==> src/rtl/mbss_pkg.sv <==
`timescale 1ns / 1ps
// ----------------------------------------------------------------------------
// mbss_pkg
// Shared types and constants of the masked byte signature scan.
// ----------------------------------------------------------------------------
package mbss_pkg;

   localparam int unsigned BYTE_W          = 8;
   localparam int unsigned SIG_MAX_BYTES   = 16;
   localparam int unsigned PATTERN_W       = BYTE_W * SIG_MAX_BYTES;
   localparam int unsigned CARE_W          = SIG_MAX_BYTES;
   localparam int unsigned MATCH_OFFSET_W  = 32;
   localparam int unsigned CSR_INDEX_W     = 2;
   localparam int unsigned CSR_DATA_W      = 64;

   typedef enum logic [CSR_INDEX_W-1:0] {
      CSR_PATTERN_LOW  = 2'd0,
      CSR_PATTERN_HIGH = 2'd1,
      CSR_CARE_MASK    = 2'd2
   } csr_index_type;

   typedef struct packed {
      logic [PATTERN_W-1:0] pattern;
      logic [CARE_W-1:0]    care;
   } cfg_type;

   typedef struct packed {
      logic                      found;
      logic [MATCH_OFFSET_W-1:0] match_offset;
   } result_type;

endpackage

==> src/rtl/masked_byte_signature_scan.sv <==
`timescale 1ns / 1ps
// ----------------------------------------------------------------------------
// masked_byte_signature_scan
// Finds the first window of a byte buffer that matches a masked signature.
// ----------------------------------------------------------------------------
// One byte is taken per request, one request per clock while req_tready is
// high. Each byte is shifted into a window of PATTERN_BYTES bytes and all
// positions are compared with the signature at once under the care mask; the
// first fully contained match is latched. The byte flagged by tlast queues
// one response: tuser is the found flag, tdata the start offset of the first
// match (zero when none). A mask without care bits reports found at offset
// zero. Responses sit in an output register with one skid entry, so req_tready
// drops only while two responses are held. The byte counter saturates at its
// OFFSET_BITS maximum, after which no new match is latched. Write the
// configuration registers only while the block is idle.
// ----------------------------------------------------------------------------
module masked_byte_signature_scan #(
   parameter int unsigned PATTERN_BYTES = 16,
   parameter int unsigned OFFSET_BITS   = 32
) (
   input  logic                            clock,
   input  logic                            reset,
   // request: [7:0] data_byte
   input  logic                            req_tvalid,
   output logic                            req_tready,
   input  logic [7:0]                      req_tdata,
   input  logic                            req_tlast,
   // response: [31:0] match_offset
   output logic                            rsp_tvalid,
   input  logic                            rsp_tready,
   output logic [31:0]                     rsp_tdata,
   // response: [0] found
   output logic                            rsp_tuser,
   input  logic                            csr_valid,
   output logic                            csr_ready,
   input  logic [mbss_pkg::CSR_INDEX_W-1:0] csr_index,
   input  logic [mbss_pkg::CSR_DATA_W-1:0]  csr_wdata
);
   import mbss_pkg::*;

   cfg_type    cfg;
   logic       take;
   logic       res_valid;
   result_type res;
   result_type rsp;

   assign take = req_tvalid & req_tready;

   mbss_csr u_csr (
      .clock     (clock),
      .reset     (reset),
      .csr_valid (csr_valid),
      .csr_ready (csr_ready),
      .csr_index (csr_index),
      .csr_wdata (csr_wdata),
      .cfg       (cfg)
   );

   mbss_scan #(
      .PATTERN_BYTES (PATTERN_BYTES),
      .OFFSET_BITS   (OFFSET_BITS)
   ) u_scan (
      .clock     (clock),
      .reset     (reset),
      .take      (take),
      .data_byte (req_tdata),
      .last_byte (req_tlast),
      .cfg       (cfg),
      .res_valid (res_valid),
      .res       (res)
   );

   mbss_skid u_skid (
      .clock     (clock),
      .reset     (reset),
      .in_valid  (res_valid),
      .in_ready  (req_tready),
      .in_data   (res),
      .out_valid (rsp_tvalid),
      .out_ready (rsp_tready),
      .out_data  (rsp)
   );

   assign rsp_tdata = rsp.match_offset;
   assign rsp_tuser = rsp.found;

   a_stall_has_response: assert property (@(posedge clock) disable iff (reset)
      !req_tready |-> rsp_tvalid)
      else $error("request side stalled with no response held");

   a_not_found_zero: assert property (@(posedge clock) disable iff (reset)
      (rsp_tvalid && !rsp_tuser) |-> (rsp_tdata == '0))
      else $error("response without match carries a nonzero offset");

   a_fill_skid: assert property (@(posedge clock) disable iff (reset)
      (take && req_tlast && rsp_tvalid && !rsp_tready) |=> !req_tready)
      else $error("second held response did not stall requests");

   a_no_spurious: assert property (@(posedge clock) disable iff (reset)
      (!rsp_tvalid && !(take && req_tlast)) |=> !rsp_tvalid)
      else $error("response appeared without a last byte");

endmodule

==> src/rtl/mbss_csr.sv <==
`timescale 1ns / 1ps
// ----------------------------------------------------------------------------
// mbss_csr
// Register file for the low and high halves of the signature and the care mask.
// ----------------------------------------------------------------------------
module mbss_csr (
   input  logic                            clock,
   input  logic                            reset,
   input  logic                            csr_valid,
   output logic                            csr_ready,
   input  logic [mbss_pkg::CSR_INDEX_W-1:0] csr_index,
   input  logic [mbss_pkg::CSR_DATA_W-1:0]  csr_wdata,
   output mbss_pkg::cfg_type               cfg
);
   import mbss_pkg::*;

   logic [CSR_DATA_W-1:0] pat_low_ff, pat_low_in;
   logic [CSR_DATA_W-1:0] pat_high_ff, pat_high_in;
   logic [CARE_W-1:0]     care_ff, care_in;
   logic                  write;

   assign csr_ready = 1'b1;
   assign write     = csr_valid & csr_ready;

   always_comb begin
      pat_low_in  = pat_low_ff;
      pat_high_in = pat_high_ff;
      care_in     = care_ff;
      if (write) begin
         unique case (csr_index_type'(csr_index))
            CSR_PATTERN_LOW:  pat_low_in  = csr_wdata;
            CSR_PATTERN_HIGH: pat_high_in = csr_wdata;
            CSR_CARE_MASK:    care_in     = csr_wdata[CARE_W-1:0];
            default:          ;
         endcase
      end
   end

   always_ff @(posedge clock) begin
      if (reset) begin
         pat_low_ff  <= '0;
         pat_high_ff <= '0;
         care_ff     <= '0;
      end else begin
         pat_low_ff  <= pat_low_in;
         pat_high_ff <= pat_high_in;
         care_ff     <= care_in;
      end
   end

   assign cfg.pattern = {pat_high_ff, pat_low_ff};
   assign cfg.care    = care_ff;

endmodule

==> src/rtl/mbss_scan.sv <==
`timescale 1ns / 1ps
// ----------------------------------------------------------------------------
// mbss_scan
// Byte window, byte counter and first-match latch; parallel masked compare.
// ----------------------------------------------------------------------------
module mbss_scan #(
   parameter int unsigned PATTERN_BYTES = 16,
   parameter int unsigned OFFSET_BITS   = 32
) (
   input  logic                          clock,
   input  logic                          reset,
   input  logic                          take,
   input  logic [mbss_pkg::BYTE_W-1:0]   data_byte,
   input  logic                          last_byte,
   input  mbss_pkg::cfg_type             cfg,
   output logic                          res_valid,
   output mbss_pkg::result_type          res
);
   import mbss_pkg::*;

   logic [BYTE_W-1:0]      win_ff [PATTERN_BYTES];
   logic [BYTE_W-1:0]      win_in [PATTERN_BYTES];
   logic [BYTE_W-1:0]      win_new [PATTERN_BYTES];
   logic [OFFSET_BITS-1:0] count_ff, count_in, count_next;
   logic                   latched_ff, latched_in;
   logic [OFFSET_BITS-1:0] offset_ff, offset_in;
   logic                   saturated, enough, all_match, latch_now, no_care;
   logic                   latched_eff;
   logic [OFFSET_BITS-1:0] offset_eff;

   always_comb begin
      for (int i = 0; i < int'(PATTERN_BYTES) - 1; i++) begin
         win_new[i] = win_ff[i+1];
      end
      win_new[PATTERN_BYTES-1] = data_byte;
   end

   always_comb begin
      all_match = 1'b1;
      for (int i = 0; i < int'(PATTERN_BYTES); i++) begin
         if (cfg.care[i] && (win_new[i] != cfg.pattern[BYTE_W*i +: BYTE_W])) begin
            all_match = 1'b0;
         end
      end
   end

   assign saturated  = &count_ff;
   assign count_next = count_ff + 1'b1;
   assign enough     = count_next >= OFFSET_BITS'(PATTERN_BYTES);
   assign latch_now  = !saturated && !latched_ff && enough && all_match;
   assign no_care    = cfg.care[PATTERN_BYTES-1:0] == '0;
   assign latched_eff = latched_ff | latch_now;
   assign offset_eff  = latch_now ? (count_next - OFFSET_BITS'(PATTERN_BYTES)) : offset_ff;

   always_comb begin
      win_in     = win_ff;
      count_in   = count_ff;
      latched_in = latched_ff;
      offset_in  = offset_ff;
      if (take) begin
         if (last_byte) begin
            for (int i = 0; i < int'(PATTERN_BYTES); i++) begin
               win_in[i] = '0;
            end
            count_in   = '0;
            latched_in = 1'b0;
            offset_in  = '0;
         end else begin
            win_in     = win_new;
            count_in   = saturated ? count_ff : count_next;
            latched_in = latched_eff;
            offset_in  = offset_eff;
         end
      end
   end

   always_ff @(posedge clock) begin
      if (reset) begin
         for (int i = 0; i < int'(PATTERN_BYTES); i++) begin
            win_ff[i] <= '0;
         end
         count_ff   <= '0;
         latched_ff <= 1'b0;
         offset_ff  <= '0;
      end else begin
         win_ff     <= win_in;
         count_ff   <= count_in;
         latched_ff <= latched_in;
         offset_ff  <= offset_in;
      end
   end

   assign res_valid = take & last_byte;

   always_comb begin
      if (no_care) begin
         res.found        = 1'b1;
         res.match_offset = '0;
      end else if (latched_eff) begin
         res.found        = 1'b1;
         res.match_offset = MATCH_OFFSET_W'(offset_eff);
      end else begin
         res.found        = 1'b0;
         res.match_offset = '0;
      end
   end

endmodule

==> src/rtl/mbss_skid.sv <==
`timescale 1ns / 1ps
// ----------------------------------------------------------------------------
// mbss_skid
// Result register with one skid entry behind it.
// ----------------------------------------------------------------------------
module mbss_skid (
   input  logic                  clock,
   input  logic                  reset,
   input  logic                  in_valid,
   output logic                  in_ready,
   input  mbss_pkg::result_type  in_data,
   output logic                  out_valid,
   input  logic                  out_ready,
   output mbss_pkg::result_type  out_data
);
   import mbss_pkg::*;

   logic       out_valid_ff, out_valid_in;
   result_type out_data_ff, out_data_in;
   logic       skid_valid_ff, skid_valid_in;
   result_type skid_data_ff, skid_data_in;
   logic       push, pop;

   assign in_ready = !skid_valid_ff;
   assign push     = in_valid & in_ready;
   assign pop      = out_valid_ff & out_ready;

   always_comb begin
      out_valid_in  = out_valid_ff;
      out_data_in   = out_data_ff;
      skid_valid_in = skid_valid_ff;
      skid_data_in  = skid_data_ff;
      if (!out_valid_ff || pop) begin
         if (skid_valid_ff) begin
            out_valid_in  = 1'b1;
            out_data_in   = skid_data_ff;
            skid_valid_in = 1'b0;
         end else begin
            out_valid_in = push;
            out_data_in  = in_data;
         end
      end else if (push) begin
         skid_valid_in = 1'b1;
         skid_data_in  = in_data;
      end
   end

   always_ff @(posedge clock) begin
      if (reset) begin
         out_valid_ff  <= 1'b0;
         skid_valid_ff <= 1'b0;
      end else begin
         out_valid_ff  <= out_valid_in;
         skid_valid_ff <= skid_valid_in;
      end
      out_data_ff  <= out_data_in;
      skid_data_ff <= skid_data_in;
   end

   assign out_valid = out_valid_ff;
   assign out_data  = out_data_ff;

endmodule
==> config.mk <==
export PLATFORM = sky130hd
export DESIGN_NAME = masked_byte_signature_scan
export DESIGN_NICKNAME = d
export VERILOG_FILES = /design/src/rtl/mbss_pkg.sv /design/src/rtl/masked_byte_signature_scan.sv /design/src/rtl/mbss_csr.sv /design/src/rtl/mbss_scan.sv /design/src/rtl/mbss_skid.sv
export SDC_FILE = /design/constraint.sdc
export NUM_CORES = 1
export LEC_CHECK = 0
export BUFFER_PORTS_ARGS = -buffer_cell sky130_fd_sc_hd__buf_2
export CAP_MARGIN = 40
export CORE_UTILIZATION = 44
export CTS_CLUSTER_DIAMETER = 60
export DETAILED_ROUTE_END_ITERATION = 12
export PLACE_DENSITY = 0.6
export RECOVER_POWER = 50
export SYNTH_ARGS = -nofsm -noshare
export SYNTH_HDL_FRONTEND = slang
export SYNTH_SLANG_ARGS = --single-unit
==> constraint.sdc <==
create_clock -name clock -period 4.4 [get_ports clock]
set_clock_uncertainty 0.2 [all_clocks]
set_input_delay 0.44 -clock clock [delete_from_list [all_inputs] [get_ports clock]]
set_output_delay 0.44 -clock clock [all_outputs]
set_load 0.03 [all_outputs]
Word-level counts from Yosys, hierarchy flattened. Cells that the tools add are included.

Input bits: 80. Register bits after elaboration: 397. Output and inout bits: 36.

Muxes and demuxes: 26. Equal/unequal tests: 19. $lt $le $gt $ge: 1. Add/subtract/negate cells: 2. Bitwise gates (word level): 6. Reductions and logical operators: 33.

Operators by type and width (number): $mux W32 (4); $ne A8 B8 Y1 (16); $mux W120 (1); $mux W33 (3); $add A32 B1 Y32 const B (1); $ge A32 B5 Y1 const B (1); $reduce_and A32 Y1 (1); $sub A32 B5 Y32 const B (1); $logic_and A1 B1 Y1 (19); $mux W1 (18); $logic_not A16 Y1 (1); $reduce_and A2 Y1 (5); $and A1 B1 Y1 (4); $logic_not A1 Y1 (4); $eq A2 B1 Y1 const B (1); $eq A2 B2 Y1 const B (1); $logic_not A2 Y1 (1); $ne A2 B2 Y1 const B (1); $reduce_or A2 Y1 (1); $logic_or A1 B1 Y1 (1); $not A1 Y1 (1); $or A1 B1 Y1 (1).

Logic depth before layout (Yosys ltp).
Depth after elaboration: 23. Mapped depth: 14. Gate-level depth less buffers: 12.

Cells and area by module. A second synthesis with hierarchy kept.

Cells, all modules: 2054. Area, all modules: 19966.6 µm².

Modules (own cells, without submodules): mbss_scan (cells each 1400, seq. area each 3703.6 µm², area an instance 11497.3 µm², times used 1); mbss_csr (cells each 542, seq. area each 2882.8 µm², area an instance 5870.6 µm², times used 1); mbss_skid (cells each 111, seq. area each 2021.9 µm², area an instance 2592.5 µm², times used 1); masked_byte_signature_scan (cells each 1, seq. area each 0.0 µm², area an instance 6.3 µm², times used 1).

Worst setup path after synthesis. OpenSTA, ideal clock, no wires.

Path type: register to register. Start: reg u_scan.count_ff[0]. End: reg u_skid.out_data_ff, in the netlist u_skid.out_data[22] (data pin). Cell stages (with the launch flop): 13. Library setup time: 266 ps. Clock period less this slack: 3765 ps. Arrival time: 3299 ps. Path slack: 635 ps. Path buffers: 2. Cell sequence: dfxtp_1 > ha_1 > buf_2 > nand4_1 > nor4_1 > xor2_1 > or4_1 > nand2b_4 > buf_2 > or4_1 > a32oi_1 > xor2_1 > o211ai_1.

Word-level cells in the longest chain between the ends: 9. Elaborated cells on any way between the ends: 13. Those cells by class: 2 x add/sub; 1 x order compare; 4 x mux; 1 x bitwise; 5 x reduce/logical.

RTL lines: start: declaration (RTL line mbss_scan.sv:24) `logic [OFFSET_BITS-1:0] count_ff, count_in, count_next;`; start signal: assignment (RTL line mbss_scan.sv:87) `count_ff <= count_in;`; branches (longest 6 deep; another with $add A32 B1 Y32); $mux W33 * (RTL line mbss_scan.sv:99) `end else if (latched_eff) begin`; $mux W33 * (RTL line mbss_scan.sv:96) `if (no_care) begin`; $mux W33 * (RTL line mbss_skid.sv:34) `if (skid_valid_ff) begin`; end signal: assignment (RTL line mbss_skid.sv:56) `out_data_ff <= out_data_in;`; end: declaration (RTL line mbss_skid.sv:19) `result_type out_data_ff, out_data_in;`.

Mark *: on every way between the ends. A chain may end at the register's enable or synchronous reset.

==> out/metrics.cfg <==
[status]
status = complete, but fails checks
violations = max-capacitance violations, max-slew violations

[drt]
wl_met2_um = 25390
dr_total_vias = 15407
firstDrtPassIters = 5
ant_nets = 0
drt-initial-drc-count = 1115
wl_met1_um = 22400
wirelength_um = 51880
drc_errors = 0
wl_per_cell_um = 18.35
topRoutingLayerUsed = met4
wl_met3_um = 2262
via_per_inst = 5.450

[yosys]
avgSynthCellArea_um2 = 8.500
async_reset_ff_share_pct = 0
yosysSeqAreaShare_pct = 47.10
synth_area_um2 = 18280
ys_ff_latch = 397
netlist_instances = 2150
synthDistinctLibCells = 67
synth-main-ff-cell = dfxtp_1
synthesis.nets = 2234
synth_edf_count = 66
yosys_warnings = 0

[power]
p_sw_w = 0.002007
p_leak_nw = 7.168
p_per_area_nw_per_um2 = 383.4
intPower_w = 0.006221
comb_power_share_pct = 7.4
peakVddDrop_mv = 0.2720
power.clock.fraction_pct = 46.5
seq_power_share_pct = 46.1
power.share.switching_pct = 24.40

[placement]
gp_congestion = 0.8885
portBuffers = 114
place_ws_ns = 0.1864
dpl.hpwl_um = 34210

[global_route]
grt_usage_pct = 24.62
grt_first_pass_wirelength_um = 82170
overflow = 0
grt_antenna_before_repair = 0
grt_max_degree = 172
grt_pass1_vias = 14910

[cells_and_area]
syn_to_final_growth_pct = 17.44
fin_nets = 2344
fin_util_pct = 52.44
layout_commonest_cell = nand2_1
antenna_cells = 0
final_cell_mix = nand2_1, dfxtp_1, a21oi_1, xnor2_1, nand3b_1
drive_gt1_share_pct = 10.85

[clock_tree]
cts_tree = yes
path_clk_slew_ns = 0.06
clk-insertion-delay-late_ns = 0.59
clockBufferDepth = 3
cts_root_buffer = clkbuf_16
cts.sink_count = 397
cts_buffers = 45
cts_max_level = 2

[min_path]
min_to = u_skid.skid_valid_ff
holdPathStages = 3
min-delay-start = req_tvalid
hold_path.class = in2reg

[timing]
min_period_ns = 4.138
fin_setup_tns_ns = 0
rsz0062_at_grt = false
hold_viol = 0
max_freq_mhz = 241.7
finalCritPeriodShare_pct = 94.04
slew_headroom_pct = -134.9
drv_slew = 409
setup_viol = 0
worst_slew_pin_slew_ns = 3.523
layout_setup_ws_ns = 0.2623

[worst_setup_path]
reg2reg_setup_slack_ns = 0.26
path_max_fanout = 7
startpoint_type = flop
crit_start = u_scan.count_ff[1]
critPathKind = reg2reg
r2r_cells = 10
end_kind = flop
rr_startpoint = u_scan.count_ff[1]
worstPathArrival_ns = 4.27
regToRegEndpoint = u_skid.out_data[32]
worstPathRequired_ns = 4.53

[floorplanning]
die_w_um = 205.8
die_area_um2 = 42350
coreArea_um2 = 40920
die_h_um = 205.8
initial_utilization_pct = 44.66
row_count = 74
ios = 116

[job]
cap_violations = 4

[logic make-up (layout without fill, tap and decap cells)]
logic type	after synthesis	in the layout	share of synthesized area, %
fa+ha+maj	4	4	0.2739
compound gates	461	461	14.93
other cells	1	1	0.02052
mux	4	4	0.2328
xor+xnor	179	179	8.620
buf+inv	198	343	4.450
simple gates	906	906	24.37
flops	397	397	47.10
[synthesized netlist by cell type (9+ instances only)]
master / n / area (um2)
o21ai_1: 35 / 175.2
xnor2_1: 158 / 1384
o32ai_2: 23 / 374.1
nand3_1: 33 / 165.2
nand3b_1: 127 / 953.4
nand4_1: 52 / 325.3
nor3_1: 29 / 145.1
nor2_1: 96 / 360.4
a31oi_1: 9 / 56.30
clkbuf_1: 131 / 491.7
buf_2: 17 / 85.08
xor2_1: 20 / 175.2
o21ai_0: 36 / 180.2
a22oi_1: 14 / 105.1
a21oi_1: 310 / 1551
nand2b_1: 11 / 68.82
or3_1: 9 / 56.30
nor4_1: 19 / 118.9
inv_1: 31 / 116.4
edfxtp_1: 66 / 1982
nand2_1: 473 / 1775
dfxtp_1: 331 / 6626
buf_4: 9 / 67.56
[metrics by stage]
step	cell area, um2	hold slack [ns]	instances	power, W
floorplan	18280	0.2426	2150	0.004206
global placement	19180	0.2533	2667	0.004412
detailed placement	19310	0.2589	2673	0.004437
CTS	21550	0.04422	2827	0.008308
global route	21460	0.07790	2827	0.008509
finish	21460	0.06606	2827	0.008228
[worst max-delay path, stage by stage (launching register included)]
cell,delay (ns)
dfxtp_1,0.41
ha_2,0.29
and4_1,0.37
nand3_2,0.18
xnor2_1,0.27
or4_4,0.56
or4_4,0.58
nor4_4,0.18
nor2_1,0.21
or3_1,0.38
mux2_2,0.27
[state kept, by name (all words and copies together), names as in the netlist]
register	count
u_csr.care_ff	16
u_scan.latched_ff	1
u_skid.out_data	33
u_scan.win_ff	120
u_skid.skid_valid_ff	1
u_scan.offset_ff	32
u_skid.skid_data_ff	33
u_csr.pat_high_ff	64
u_scan.count_ff	32
u_csr.pat_low_ff	64
u_skid.out_valid	1
[routing by layer]
metal / track usage, % / up-vias
met5: 0 / -
met4: 9.979 / 0
met3: 3.088 / 104
met2: 41.80 / 393
met1: 31.55 / 7292
li1: - / 7618
[repair_timing]
| item | in CTS | in global routing |
|---|---|---|
| gates resized for setup | 0 | 3 |
| buffers inserted | 0 | 0 |
| setup endpoints to repair | 0 | 7 |
| hold buffers | 72 | 0 |
| endpoints found under the hold margin | 152 | 0 |
[how the worst max path moves through the flow]
stage,endpoint,slack (ns)
finish,u_skid.out_data[32],0.26
global route,u_skid.out_data[32],0.04
CTS,u_skid.out_data[32],0.20
detailed placement,u_skid.out_data[32],0.19
global placement,u_skid.out_data[19],0.28
floorplan,u_skid.out_data[22],0.63
[final cells by class]
class	count	area (um2)
multi-input combinational	1555	8881
clock buffer	61	1297
tap	532	665.6
clock inverter	21	217.7
fill	3843	19460
timing repair buffer	230	1675
inverter	31	116.4
sequential	397	8608
[power groups by stage]
stage	clock [W]	combinational, W	sequential (W)
floorplan	0	0.000315	0.00389
global placement	0	0.000542	0.00387
detailed placement	0	0.000566	0.00387
CTS	0.00390	0.000617	0.00379
global route	0.00405	0.000661	0.00380
finish	0.00382	0.000612	0.00379
(Power assumes the default switching activity.)
